**src/rtl/core/mf3_pkg.sv**
```systemverilog
package mf3_pkg;

    // Field widths
    localparam int PIX_W      = 8;
    localparam int COORD_W    = 11;
    localparam int DIM_W      = 12;
    localparam int MAX_WIDTH  = 2048;
    localparam int MAX_HEIGHT = 2048;
    localparam int ADDR_W     = $clog2(MAX_WIDTH);
    localparam int MIN_DIM    = 3;
    localparam int QUEUE_DEPTH = 4;

    // Register reset values
    localparam logic [DIM_W-1:0] WIDTH_RESET  = DIM_W'(640);
    localparam logic [DIM_W-1:0] HEIGHT_RESET = DIM_W'(480);

    // Configuration register indexes
    typedef enum logic [1:0] {
        CFG_FRAME_WIDTH  = 2'd0,
        CFG_FRAME_HEIGHT = 2'd1,
        CFG_ANCHOR_MODE  = 2'd2
    } cfg_reg_t;

    typedef logic [PIX_W-1:0] pix_t;

    // Live configuration, raw register contents
    typedef struct packed {
        logic [DIM_W-1:0] frame_width;
        logic [DIM_W-1:0] frame_height;
        logic             anchor_mode;
    } cfg_t;

    // One window column, top to bottom (or sorted low to high)
    typedef struct packed {
        pix_t p0;
        pix_t p1;
        pix_t p2;
    } column_t;

    // Request from the front end: a complete window and its coordinate
    typedef struct packed {
        column_t            col_l;
        column_t            col_m;
        column_t            col_r;
        logic [COORD_W-1:0] out_row;
        logic [COORD_W-1:0] out_col;
        logic               frame_end;
    } win_req_t;

    // Clamp a dimension register to 3..hi
    function automatic logic [DIM_W-1:0] clamp_dim(input logic [DIM_W-1:0] v,
                                                   input logic [DIM_W-1:0] hi);
        logic [DIM_W-1:0] r;
        if (v < DIM_W'(MIN_DIM)) begin
            r = DIM_W'(MIN_DIM);
        end else if (v > hi) begin
            r = hi;
        end else begin
            r = v;
        end
        return r;
    endfunction

    function automatic pix_t pmin(input pix_t a, input pix_t b);
        return (a < b) ? a : b;
    endfunction

    function automatic pix_t pmax(input pix_t a, input pix_t b);
        return (a < b) ? b : a;
    endfunction

    function automatic pix_t med3(input pix_t a, input pix_t b, input pix_t c);
        return pmax(pmin(a, b), pmin(pmax(a, b), c));
    endfunction

    // Sort three pixels, p0 lowest
    function automatic column_t sort3(input column_t c);
        column_t s;
        s.p0 = pmin(pmin(c.p0, c.p1), c.p2);
        s.p1 = med3(c.p0, c.p1, c.p2);
        s.p2 = pmax(pmax(c.p0, c.p1), c.p2);
        return s;
    endfunction

endpackage

```
**src/rtl/core/mf3_queue.sv**
```systemverilog
module mf3_queue (
    input  logic              aclk,
    input  logic              aresetn,
    input  logic              push,
    input  mf3_pkg::win_req_t push_req,
    output logic              full,
    input  logic              pop,
    output logic              not_empty,
    output mf3_pkg::win_req_t pop_req
);

    localparam int PTR_W = $clog2(mf3_pkg::QUEUE_DEPTH);

    mf3_pkg::win_req_t   mem_reg [mf3_pkg::QUEUE_DEPTH];
    logic [PTR_W-1:0]    wr_ptr_reg, wr_ptr_next;
    logic [PTR_W-1:0]    rd_ptr_reg, rd_ptr_next;
    logic [PTR_W:0]      count_reg, count_next;
    logic                do_push, do_pop;

    assign full      = (count_reg == (PTR_W+1)'(mf3_pkg::QUEUE_DEPTH));
    assign not_empty = (count_reg != '0);
    assign do_push   = push && !full;
    assign do_pop    = pop && not_empty;
    assign pop_req   = mem_reg[rd_ptr_reg];

    always_comb begin
        wr_ptr_next = do_push ? wr_ptr_reg + PTR_W'(1) : wr_ptr_reg;
        rd_ptr_next = do_pop  ? rd_ptr_reg + PTR_W'(1) : rd_ptr_reg;
        count_next  = count_reg;
        if (do_push && !do_pop) begin
            count_next = count_reg + (PTR_W+1)'(1);
        end else if (do_pop && !do_push) begin
            count_next = count_reg - (PTR_W+1)'(1);
        end
    end

    always_ff @(posedge aclk) begin
        if (!aresetn) begin
            wr_ptr_reg <= '0;
            rd_ptr_reg <= '0;
            count_reg  <= '0;
        end else begin
            wr_ptr_reg <= wr_ptr_next;
            rd_ptr_reg <= rd_ptr_next;
            count_reg  <= count_next;
        end
    end

    // Payload
    always_ff @(posedge aclk) begin
        if (do_push) begin
            mem_reg[wr_ptr_reg] <= push_req;
        end
    end

endmodule

```
**config.mk**
```make
export PLATFORM = sky130hd
export DESIGN_NAME = mf3_queue
export DESIGN_NICKNAME = d
export VERILOG_FILES = /design/src/rtl/core/mf3_pkg.sv /design/src/rtl/core/mf3_queue.sv
export SDC_FILE = /design/constraint.sdc
export NUM_CORES = 1
export LEC_CHECK = 0
export ABC_CLOCK_PERIOD_IN_PS = 8600
export BUFFER_PORTS_ARGS = -buffer_cell sky130_fd_sc_hd__buf_2
export CAP_MARGIN = 20
export CORE_MARGIN = 3
export CORE_UTILIZATION = 55
export CTS_BUF_LIST = sky130_fd_sc_hd__clkbuf_16
export DETAILED_ROUTE_END_ITERATION = 6
export PLACE_DENSITY = 0.87
export SLEW_MARGIN = 20
export SYNTH_ARGS = -nofsm -noshare
export SYNTH_HDL_FRONTEND = slang
export SYNTH_SLANG_ARGS = --single-unit
export TNS_END_PERCENT = 30
```
**constraint.sdc**
```tcl
create_clock -name aclk -period 8.6 [get_ports aclk]
set_input_delay 0.86 -clock aclk [delete_from_list [all_inputs] [get_ports aclk]]
set_output_delay 0.86 -clock aclk [all_outputs]
set_load 0.005 [all_outputs]
```
==> metrics.txt, run 1 <==
TritonCTS clock tree=yes; critical path capture point type=primary output; vias per cell=5.71; worst-path fanout max=50; Netlist cell types=22; number of remaining DRC errors=0; synthesized area=14200 um2; final hold violation count=0; core area=25300 um2; Area after DPL=15500 um2; Mapped Nets=650; DR pass1 iterations=5; vias in the first global route=6824; ANT nets after route=0; Site Rows=58; proportion of synthesized chip area in sequential cells=81.5%; antenna violations before repair=3; crit start category=register; Die Span Y=167 um; Slew @ Worst Pin=0.989 ns; routability cong.=0.730; gr usage total=18.4%; Via Count=6395; final period utilization=47.8%; layout cells sized above 1=44.0%; Synth warnings=0; Slew Limit Fails=0; I/O pin cnt=196; crit path DAT=3.25 ns; port bufs=195; setup repair bufs after CTS=0; remaining global-route overflow=0; synth-to-layout area growth=16.9%; die area=27800 um2; Reg clk slew, reported paths=0.06 ns; first-pass GRT wire length=39700 um; most frequent cells in the layout=edfxtp_1, buf_2, mux4_2; worst hold path type=reg2reg; Post-Layout Inst Area=16600 um2; Die Wd=167 um; P_leak=5.59 nW; Gate Count Post-Synth=545; commonest non-fill, non-tap cell in the layout=edfxtp_1; status=finished, final reports clean; CP Class=reg2out; post-layout min period=4.11 ns; Post-Route Skew=0.0130 ns; Post-Route WL=25400 um; max reg flops=380; pin count of the biggest net entering global routing=62; max_slew headroom=34.1%; Max clock buf depth=3; fmax=243 MHz; final-stage net count=867; endpoints failing setup=0; max-cap violations=0; Setup TNS Final=0 ns; Seq cells post-synth=389; PwrDens=296 nW/um2; RSZ-0062 raised after global routing=no; final worst slack=4.49 ns; Wirelength per Cell=22.7 um; Avg Cell Area, Syn=26.1 um2; hold-fix buffers at CTS=0; CTS Buf Count=38; clk sinks=389; H-tree depth=2; Post-Place Worst Slack=4.89 ns; CTS Root Cell=clkbuf_16; worst path required time=7.74 ns; Post-DP HPWL=15400 um; initial core utilization=56.2%; 1st-iter DRT viols=526; post_cts resized=0; Overall Power=4.92 mW; maximum vdd drop=0.224 mV; clk_lat worst skew=0.50 ns
-- kinds of logic (layout without fill, tap and decap cells) --
group                      after synthesis  in the layout  share of synthesized area [%]
other                                    0              1                              0
xor gates and xnor gates                 4              4                          0.246
muxes                                   98             98                           15.3
adders and majority gates                6              6                          0.581
DFF                                    389            389                           81.5
AOI/OAI and AO/OA                        4              4                          0.202
and+or+nand+nor                         17             17                          0.686
buffers and inverters                   27            270                           1.55
-- layer usage --
metal	GRT usage [%]	vias up	part of all wire [%]
met4	3.95	6	1.3
met2	29.6	261	50
met5	0	-	0.18
met1	26.0	3319	41
li1	-	2772	-
met3	5.32	37	7.6
-- cell usage after synthesis --
cell type  instances  share of area (%)
buf_12             6               0.84
inv_1              3              0.079
o311ai_0           1              0.062
nand2_1            4               0.11
o31ai_1            1              0.053
ha_1               5               0.44
edfxtp_1         380                 80
buf_6              1              0.079
fa_1               1               0.14
a21boi_0           1              0.053
nor2b_1            2              0.088
xor2_1             1              0.062
dfxtp_1            9                1.3
buf_2             11               0.39
o21ai_0            1              0.035
mux4_2            95                 15
clkbuf_1           6               0.16
xnor2_1            3               0.18
or3_1              2              0.088
mux2i_1            3               0.21
nor3b_1            1              0.053
and2_1             8               0.35
-- stage by stage --
stage	hold slack [ns]	utilization [%]	std cells
2_1_floorplan	0.468	-	545
3_3_place_gp	0.482	61.1	1052
3_5_place_dp	0.498	61.1	1052
4_1_cts	0.506	65.7	1118
5_1_grt	0.536	65.7	1118
6_report	0.503	65.7	1119
-- where the power goes --
| group | switching, mW | internal, mW | total, mW |
|---|---|---|---|
| clock | 0.629 | 0.907 | 1.54 |
| sequential | 0.119 | 2.30 | 2.42 |
| combinational | 0.442 | 0.523 | 0.965 |
-- final timing paths --
kind                                     from              to  slack [ns]  cells past startpoint
worst max-delay path                 register     pop_req[28]        4.49                      3
worst min-delay path            wr_ptr_reg[0]   wr_ptr_reg[0]        0.50                      2
worst max register to register   count_reg[1]  mem_reg[1][45]        5.71                      4
worst min register to register  wr_ptr_reg[0]   wr_ptr_reg[0]        0.50                      2
-- cell type report --
cell class,count,area (um2)
Inverter,3,11.3
Clock inverter,27,190
Timing Repair Buffer,201,1020
Antenna cell,1,2.50
Clock buffer,39,976
Tap cell,330,413
Fill cell,1601,8690
Multi-Input combinational cell,129,2420
Sequential cell,389,11600
-- critical path, cell delays in order (launching register included) --
cell and delay, ns:
dfxtp_4 0.98, buf_4 0.90, mux4_2 0.66, buf_2 0.15
Power figures use the tool's default switching activity.
==> inputs of run 2 (changes only) <==
- ABC_CLOCK_PERIOD_IN_PS: 8600 -> 3600
- CORE_UTILIZATION: 55 -> 51
- PLACE_DENSITY: 0.87 -> 0.85
- clock period: 8.6 -> 3.6 ns (I/O delays scaled with it)
==> run 2 against run 1 <==
Net effect:
- routed wire length rose by 4.8%
- first-iteration DRC count is 21% higher
- total power up 140%
- core utilization down 3.7 points
- via count is 0.70% higher
- clock skew grew 0.0029 ns
- clock power up 140%
- sequential power grew 140%
- final cell count rose by 4.4%
- largest power group unchanged
==> metrics.txt, run 2 (synthesis results as in run 1) <==
status=finished, final reports clean; endpoints failing setup=0; hold slack=0.0559 ns; clk sinks=389; first-pass GRT wire length=41900 um; post_cts resized=0; P_leak=5.68 nW; Setup TNS Final=0 ns; final-stage net count=880; H-tree depth=2; core area=27200 um2; initial core utilization=52.3%; hold-fix buffers at CTS=0; fill count=1863; ANT nets after route=0; routability cong.=0.694; clk_lat worst skew=0.52 ns; ant diodes=0; synth-to-layout area growth=18.5%; maximum vdd drop=0.426 mV; Via Count=6440; RSZ-0062 raised after global routing=no; die area=29900 um2; worst hold path type=in2reg; worst r2r src=count_reg[0]; max reg flops=380; PwrDens=702 nW/um2; vias per cell=5.51; CTS Buf Count=39; critical path capture point type=primary output; 1st-iter DRT viols=639; most frequent cells in the layout=edfxtp_1, buf_2, mux4_2; max-cap violations=0; antenna violations before repair=4; post-layout min period=2.69 ns; Slew Limit Fails=0; fmax=372 MHz; Site Rows=60; layout cells sized above 1=45.6%; number of remaining DRC errors=0; crit start category=register; commonest non-fill, non-tap cell in the layout=edfxtp_1; TritonCTS clock tree=yes; DR pass1 iterations=5; vias in the first global route=7061; final hold violation count=0; Post-Route Skew=0.0159 ns; crit path DAT=2.33 ns; Worst Hold Launch=push_req[53]; pin count of the biggest net entering global routing=46; Die Wd=173 um; port bufs=195; worst-path fanout max=37; gr usage total=18.2%; Reg clk slew, reported paths=0.06 ns; CTS Root Cell=clkbuf_16; worst path required time=3.24 ns; Slew @ Worst Pin=0.687 ns; Die Span Y=173 um; Post-DP HPWL=16400 um; final period utilization=74.7%; Max clock buf depth=3; max_slew headroom=54.2%; setup repair bufs after CTS=0; Post-Route WL=26700 um; CP Class=reg2out; Wirelength per Cell=22.8 um; I/O pin cnt=196; remaining global-route overflow=0
## run 2: cell count changes in the layout (fill, tap and decap cells not counted), moves of 2 or more
cell / delta
clkinv_1: -9
buf_12: +8
clkinv_4: +2
inv_6: +3
buf_4: +4
## run 2: final timing paths
kind | end | slack (ns) | depth (start not counted)
setup / recovery | pop_req[67] | 0.91 | 3
hold / removal | mem_reg[3][53] | 0.06 | 1
setup reg to reg | count_reg[2] | 1.19 | 8
hold reg to reg | wr_ptr_reg[1] | 0.52 | 2
## run 2: layout make-up
class	count	area, um2	share of cell area, %
well taps	372	465	2.76
multi-input cells	129	2420	14.4
inverters	3	11.3	0.0668
repair buffers	213	1210	7.18
clock inverters	23	171	1.02
flip-flops and latches	389	11600	68.8
clock buffers	39	976	5.79
## run 2: power by group
part / leakage [nW] / switching, mW / internal, mW
Combinational: 1.53 / 1.12 / 1.32
Sequential: 3.56 / 0.240 / 5.50
Clock: 0.593 / 1.55 / 2.11
## run 2: critical path: stages (launching register included)
cell	delay (ns)
dfxtp_4	0.70
buf_12	0.37
mux4_2	0.58
buf_2	0.15
## run 2: through the flow
step / std cells / total power, mW / utilization [%] / worst slack (ns) / cell area, um2
6_report: 1168 / 11.8 / 62.0 / 0.909 / 16900
3_5_place_dp: 1106 / 8.32 / 57.8 / 1.19 / 15700
5_1_grt: 1168 / 12.4 / 62.0 / 0.720 / 16900
3_3_place_gp: 1106 / 8.25 / 57.8 / 1.28 / 15700
4_1_cts: 1168 / 12.0 / 62.0 / 0.812 / 16900
2_1_floorplan: 545 / 7.41 / - / 0.0392 / 14200
## run 2: layer usage
layer  global-route usage [%]  share of wire (%)  vias to the layer above
li1                         -                  -                     2792
met1                     25.1                 40                     3323
met2                     29.7                 50                      264
met3                     4.59                7.4                       53
met4                     4.43                1.9                        8
met5                        0               0.19                        -
