--- src/rtl/core/mf3_pkg.sv ---
package mf3_pkg;

    // Field widths
    localparam int PIX_W      = 8;
    localparam int COORD_W    = 11;
    localparam int DIM_W      = 12;
    localparam int MAX_WIDTH  = 2048;
    localparam int MAX_HEIGHT = 2048;
    localparam int ADDR_W     = $clog2(MAX_WIDTH);
    localparam int MIN_DIM    = 3;
    localparam int QUEUE_DEPTH = 4;

    // Register reset values
    localparam logic [DIM_W-1:0] WIDTH_RESET  = DIM_W'(640);
    localparam logic [DIM_W-1:0] HEIGHT_RESET = DIM_W'(480);

    // Configuration register indexes
    typedef enum logic [1:0] {
        CFG_FRAME_WIDTH  = 2'd0,
        CFG_FRAME_HEIGHT = 2'd1,
        CFG_ANCHOR_MODE  = 2'd2
    } cfg_reg_t;

    typedef logic [PIX_W-1:0] pix_t;

    // Live configuration, raw register contents
    typedef struct packed {
        logic [DIM_W-1:0] frame_width;
        logic [DIM_W-1:0] frame_height;
        logic             anchor_mode;
    } cfg_t;

    // One window column, top to bottom (or sorted low to high)
    typedef struct packed {
        pix_t p0;
        pix_t p1;
        pix_t p2;
    } column_t;

    // Request from the front end: a complete window and its coordinate
    typedef struct packed {
        column_t            col_l;
        column_t            col_m;
        column_t            col_r;
        logic [COORD_W-1:0] out_row;
        logic [COORD_W-1:0] out_col;
        logic               frame_end;
    } win_req_t;

    // Clamp a dimension register to 3..hi
    function automatic logic [DIM_W-1:0] clamp_dim(input logic [DIM_W-1:0] v,
                                                   input logic [DIM_W-1:0] hi);
        logic [DIM_W-1:0] r;
        if (v < DIM_W'(MIN_DIM)) begin
            r = DIM_W'(MIN_DIM);
        end else if (v > hi) begin
            r = hi;
        end else begin
            r = v;
        end
        return r;
    endfunction

    function automatic pix_t pmin(input pix_t a, input pix_t b);
        return (a < b) ? a : b;
    endfunction

    function automatic pix_t pmax(input pix_t a, input pix_t b);
        return (a < b) ? b : a;
    endfunction

    function automatic pix_t med3(input pix_t a, input pix_t b, input pix_t c);
        return pmax(pmin(a, b), pmin(pmax(a, b), c));
    endfunction

    // Sort three pixels, p0 lowest
    function automatic column_t sort3(input column_t c);
        column_t s;
        s.p0 = pmin(pmin(c.p0, c.p1), c.p2);
        s.p1 = med3(c.p0, c.p1, c.p2);
        s.p2 = pmax(pmax(c.p0, c.p1), c.p2);
        return s;
    endfunction

endpackage

--- src/rtl/core/mf3_back.sv ---
module mf3_back (
    input  logic                        aclk,
    input  logic                        aresetn,
    input  logic                        req_valid,
    output logic                        req_pop,
    input  mf3_pkg::win_req_t           req,
    output logic                        out_valid,
    input  logic                        out_ready,
    output mf3_pkg::pix_t               out_median,
    output logic [mf3_pkg::COORD_W-1:0] out_row,
    output logic [mf3_pkg::COORD_W-1:0] out_col,
    output logic                        out_end
);

    // Stage 1: each column sorted
    logic                        s1_valid_reg, s1_valid_next;
    mf3_pkg::column_t            s1_l_reg, s1_m_reg, s1_r_reg;
    logic [mf3_pkg::COORD_W-1:0] s1_row_reg, s1_col_reg;
    logic                        s1_end_reg;

    // Output register
    logic                        o_valid_reg, o_valid_next;
    mf3_pkg::pix_t               o_med_reg;
    logic [mf3_pkg::COORD_W-1:0] o_row_reg, o_col_reg;
    logic                        o_end_reg;

    logic          o_load, s1_load;
    mf3_pkg::pix_t lo3, md3, hi3;

    assign o_load  = s1_valid_reg && (!o_valid_reg || out_ready);
    assign s1_load = req_valid && (!s1_valid_reg || o_load);
    assign req_pop = s1_load;

    always_comb begin
        s1_valid_next = s1_valid_reg;
        if (s1_load) begin
            s1_valid_next = 1'b1;
        end else if (o_load) begin
            s1_valid_next = 1'b0;
        end
        o_valid_next = o_valid_reg;
        if (o_load) begin
            o_valid_next = 1'b1;
        end else if (out_ready) begin
            o_valid_next = 1'b0;
        end
    end

    always_ff @(posedge aclk) begin
        if (!aresetn) begin
            s1_valid_reg <= 1'b0;
            o_valid_reg  <= 1'b0;
        end else begin
            s1_valid_reg <= s1_valid_next;
            o_valid_reg  <= o_valid_next;
        end
    end

    // Column sort
    always_ff @(posedge aclk) begin
        if (s1_load) begin
            s1_l_reg   <= mf3_pkg::sort3(req.col_l);
            s1_m_reg   <= mf3_pkg::sort3(req.col_m);
            s1_r_reg   <= mf3_pkg::sort3(req.col_r);
            s1_row_reg <= req.out_row;
            s1_col_reg <= req.out_col;
            s1_end_reg <= req.frame_end;
        end
    end

    // Max of lows, median of middles, min of highs, then their median
    assign lo3 = mf3_pkg::pmax(mf3_pkg::pmax(s1_l_reg.p0, s1_m_reg.p0), s1_r_reg.p0);
    assign md3 = mf3_pkg::med3(s1_l_reg.p1, s1_m_reg.p1, s1_r_reg.p1);
    assign hi3 = mf3_pkg::pmin(mf3_pkg::pmin(s1_l_reg.p2, s1_m_reg.p2), s1_r_reg.p2);

    always_ff @(posedge aclk) begin
        if (o_load) begin
            o_med_reg <= mf3_pkg::med3(lo3, md3, hi3);
            o_row_reg <= s1_row_reg;
            o_col_reg <= s1_col_reg;
            o_end_reg <= s1_end_reg;
        end
    end

    assign out_valid  = o_valid_reg;
    assign out_median = o_med_reg;
    assign out_row    = o_row_reg;
    assign out_col    = o_col_reg;
    assign out_end    = o_end_reg;

endmodule

--- config.mk ---
export PLATFORM = sky130hd
export DESIGN_NAME = mf3_back
export DESIGN_NICKNAME = d
export VERILOG_FILES = /design/src/rtl/core/mf3_pkg.sv /design/src/rtl/core/mf3_back.sv
export SDC_FILE = /design/constraint.sdc
export NUM_CORES = 1
export LEC_CHECK = 0
export BUFFER_PORTS_ARGS = -buffer_cell sky130_fd_sc_hd__buf_2
export CAP_MARGIN = 30
export CORE_MARGIN = 2
export CORE_UTILIZATION = 60
export DETAILED_ROUTE_END_ITERATION = 8
export GPL_TIMING_DRIVEN = 0
export PLACE_DENSITY = 0.79
export SETUP_SLACK_MARGIN = 0.15
export SLEW_MARGIN = 20
export SYNTH_ARGS = -nofsm -noshare
export SYNTH_HDL_FRONTEND = slang
export SYNTH_SLANG_ARGS = --single-unit
--- constraint.sdc ---
create_clock -name aclk -period 11.4 [get_ports aclk]
set_input_delay 0.57 -clock aclk [delete_from_list [all_inputs] [get_ports aclk]]
set_output_delay 0.57 -clock aclk [all_outputs]
set_load 0.005 [all_outputs]
==> metrics.md <==
| Metric | Value |
|---|---|
| Vias in the first global route | `around 8300` |
| Max-slew violations | `0` |
| Kind of end point of the critical path | `flip-flop` |
| DIE WIDTH | `137 microns` |
| Worst slew margin relative to its limit | `46.6%` |
| Sinks on the clock net | `128` |
| Path depth of the worst reg2reg path | `44` |
| Post-synth EDFFs | `126` |
| H-tree depth reported by CTS | `4` |
| Number of DRC violations after detailed routing | `0` |
| Setup slack of the worst register-to-register path | `between 0.3 and 0.4 ns` |
| Endpoint arrival time on the critical path | `11.20 ns` |
| TritonCTS clock tree | `yes` |
| Grt total ovfl | `0` |
| Critical path start-end classification | `flip-flop to flip-flop` |
| Cell occurring most often along the worst timing path | `sky130_fd_sc_hd__ha_1` |
| Setup violators final | `0` |
| Period Utilization, post-route | `a little over nine tenths` |
| Count of inserted antenna diode cells | `0` |
| Fill cell instance count of the final layout | `roughly 1200` |
| Worst Hold Launch | `req[13]` |
| Overall routed net length | `approximately 27 mm` |
| Req. time, crit path | `11.59 ns` |
| Core Region | `between 15000 and 20000 sq um` |
| Top flip-flop cell by instance count after synthesis | `sky130_fd_sc_hd__edfxtp_1` |
| Post-Syn Instances | `1072` |
| Min Tclk post-route | `11.01 ns` |
| Terminus of the critical flop-to-flop path | `out_median[1]$_DFFE_PP_` |
| Router iterations before antenna repair | `6` |
| Hold Vio Cnt, Final | `0` |
| Antenna violations before repair | `0` |
| Worst slack at placement | `-0.494 ns` |
| Tightest Hold Check Type | `input pin to flip-flop` |
| Die Y | `137 microns` |
| Crit path buffers/inverters | `4` |
| Synth Net Count | `1322` |
| Cell area after technology mapping | `10600 sq um` |
| Count of yosys warnings during synthesis | `0` |
| Worst-Margin Slew | `0.798 ns` |
| Global routing usage summed across all routing layers | `28.6%` |
| Initial DRC count | `slightly below 800` |
| Synthesized area divided by synthesized cell count | `~9.9 sq um` |
| Crit start category | `flip-flop` |
| Share of flip-flops with an asynchronous set or reset | `0%` |
| Worst Hold Path EP | `s1_row_reg[1]$_DFFE_PP_` |
| Nets | `1490` |
| Gpl congestion | `0.960` |
| Slowest-stage cell, CP | `sky130_fd_sc_hd__or4_4` |
| Layout cell share with drive strength beyond 1 | `20.5%` |
| Longest Clk Path Bufs | `2` |
| Setup slack of the critical path after layout | `0.388 ns` |
| Die ar. | `18700 sq um` |
| Number of maximum-capacitance violations | `0` |
| Initial core utilization | `about three fifths` |
| Hold path cells | `1` |
| Detailed-route via count | `8859` |
| Clk_lat worst skew | `0.44 ns` |
| Clock slew at reported path FFs | `around 0.070 ns` |
| Number of buffers added to fix hold violations after cts | `0` |
| Number of I/O pins | `132` |
| Maximum number of pins on one net before global-route repair | `27` |
| Worst-case clock skew | `0.0119 ns` |
| Status | `completed` |
| Largest fanout on the critical path | `10` |
| Count of input and output buffers | `130` |
| Clock buffers created by TritonCTS | `17` |
| Wire length per cell | `~18 microns` |
| Proportion of synthesized chip area in sequential cells | `a little over a third` |
| Family of cells with the greatest summed delay on the critical path | `compound AO/OA/AOI/OAI gates` |
| Cell variety after synth | `65` |
| Register bit count reported by yosys | `128` |
| Cell at the root of the clock tree | `sky130_fd_sc_hd__clkbuf_16` |
| Startpoint of the worst register-to-register path | `s1_l_reg[15]$_DFFE_PP_` |
| Highest achievable clock rate | `90.8 MHz` |
| Global-route wire length before repair | `a little over 40 mm` |
| Remaining antenna violation count | `0` |
| Slowest stage delay, CP | `0.55 ns` |
| Number of vias per cell | `5.99` |
| Synth-to-layout area growth | `18.0%` |
| Core Rows | `48` |
| Detail Placement HPWL | `21.2 mm` |
Yosys cell counts, drive strengths merged, types with 7 or more instances:
master | number | share of area (%)
mux2 | 39 | 4.2
o21a | 13 | 0.92
edfxtp | 126 | 36
inv | 140 | 5.0
nand2b | 14 | 0.83
nand2 | 72 | 2.6
clkbuf | 25 | 0.89
nand4 | 8 | 0.47
ha | 151 | 18
o21ai | 84 | 4.0
mux2i | 92 | 8.7
a21o | 42 | 3.0
a2111oi | 7 | 0.58
a211oi | 9 | 0.76
nand3 | 11 | 0.52
a21oi | 73 | 3.5
nor2 | 63 | 2.2
nor2b | 12 | 0.71
cell usage in the layout (no fill, tap or decap), types with 5 or more instances in the layout:
| master | n |
|---|---|
| sky130_fd_sc_hd__ha_1 | 151 |
| sky130_fd_sc_hd__inv_1 | 140 |
| sky130_fd_sc_hd__buf_2 | 134 |
| sky130_fd_sc_hd__edfxtp_1 | 126 |
| sky130_fd_sc_hd__mux2i_1 | 87 |
| sky130_fd_sc_hd__o21ai_0 | 79 |
| sky130_fd_sc_hd__nand2_1 | 72 |
| sky130_fd_sc_hd__a21oi_1 | 71 |
| sky130_fd_sc_hd__nor2_1 | 62 |
| sky130_fd_sc_hd__a21o_1 | 42 |
| sky130_fd_sc_hd__mux2_2 | 38 |
| sky130_fd_sc_hd__clkbuf_1 | 22 |
| sky130_fd_sc_hd__clkbuf_16 | 17 |
| sky130_fd_sc_hd__nand2b_1 | 14 |
| sky130_fd_sc_hd__o21a_1 | 12 |
| sky130_fd_sc_hd__buf_4 | 12 |
| sky130_fd_sc_hd__nor2b_1 | 10 |
| sky130_fd_sc_hd__nand3_1 | 10 |
| sky130_fd_sc_hd__nand4_1 | 8 |
| sky130_fd_sc_hd__inv_8 | 8 |
| sky130_fd_sc_hd__a211oi_1 | 7 |
| sky130_fd_sc_hd__a2111oi_0 | 7 |
| sky130_fd_sc_hd__or3_1 | 6 |
| sky130_fd_sc_hd__o211ai_1 | 6 |
| sky130_fd_sc_hd__maj3_1 | 5 |
| sky130_fd_sc_hd__a211o_1 | 5 |
| sky130_fd_sc_hd__buf_16 | 5 |
repair_timing:
action | 4_1_cts | 5_1_grt
pin swaps | 3 | 3
resized for setup | 9 | 22
endpoints found under the setup margin | 8 | 8
setup buffers | 5 | 7
cells by family after synthesis:
family                     after synthesis  synth area share [%]
AOI/OAI and AO/OA                      282                  17.6
and+or+nand+nor                        206                  8.97
buffers and inverters                  169                  6.05
adders and majority gates              156                  18.3
muxes                                  131                  12.9
DFF                                    128                  36.1
worst max-delay path by stage:
stage                                    to                    from  slack [ns]  cells past startpoint
floorplan           out_median[1]$_DFFE_PP_  s1_l_reg[14]$_DFFE_PP_        1.07                     43
global placement                    req_pop               out_ready       -0.46                      4
detailed placement  out_median[1]$_DFFE_PP_  s1_l_reg[15]$_DFFE_PP_       -0.49                     43
CTS                 out_median[1]$_DFFE_PP_  s1_m_reg[10]$_DFFE_PP_        0.19                     46
global route        out_median[1]$_DFFE_PP_  s1_l_reg[15]$_DFFE_PP_       -0.03                     45
finish              out_median[1]$_DFFE_PP_  s1_l_reg[15]$_DFFE_PP_        0.39                     44
layer usage:
metal	vias to the layer above	global-route usage (%)	wire length, microns
li1	4264	-	-
met1	4158	35.7	11000
met2	371	48.3	13300
met3	66	5.41	1730
met4	0	12.5	888
met5	-	0	0
stage by stage:
stage / instances / hold slack [ns] / TNS, ns / area [sq um] / utilization (%)
6_report: 1478 / 0.305 / 0 / 12500 / 72.2
5_1_grt: 1478 / 0.291 / -0.0694 / 12500 / 72.2
3_5_place_dp: 1432 / 0.405 / -2.83 / 11700 / 67.5
4_1_cts: 1469 / 0.298 / 0 / 12300 / 71.4
2_1_floorplan: 1072 / 0.400 / 0 / 10600 / -
3_3_place_gp: 1427 / 0.401 / -1.41 / 11500 / 66.6
area by class of cell:
class | count | area (sq um) | share of cell area (%)
Tap cell | 225 | 282 | 2.25
Timing Repair Buffer | 149 | 911 | 7.30
Multi-Input combinational cell | 775 | 6240 | 50.0
Clock inverter | 15 | 158 | 1.26
Buffer | 29 | 121 | 0.972
Inverter | 140 | 526 | 4.21
Sequential cell | 128 | 3820 | 30.6
Clock buffer | 17 | 425 | 3.41
Power is not shown: default switching activity piles up to over one toggle a cycle in this logic, so the estimate is an artifact.
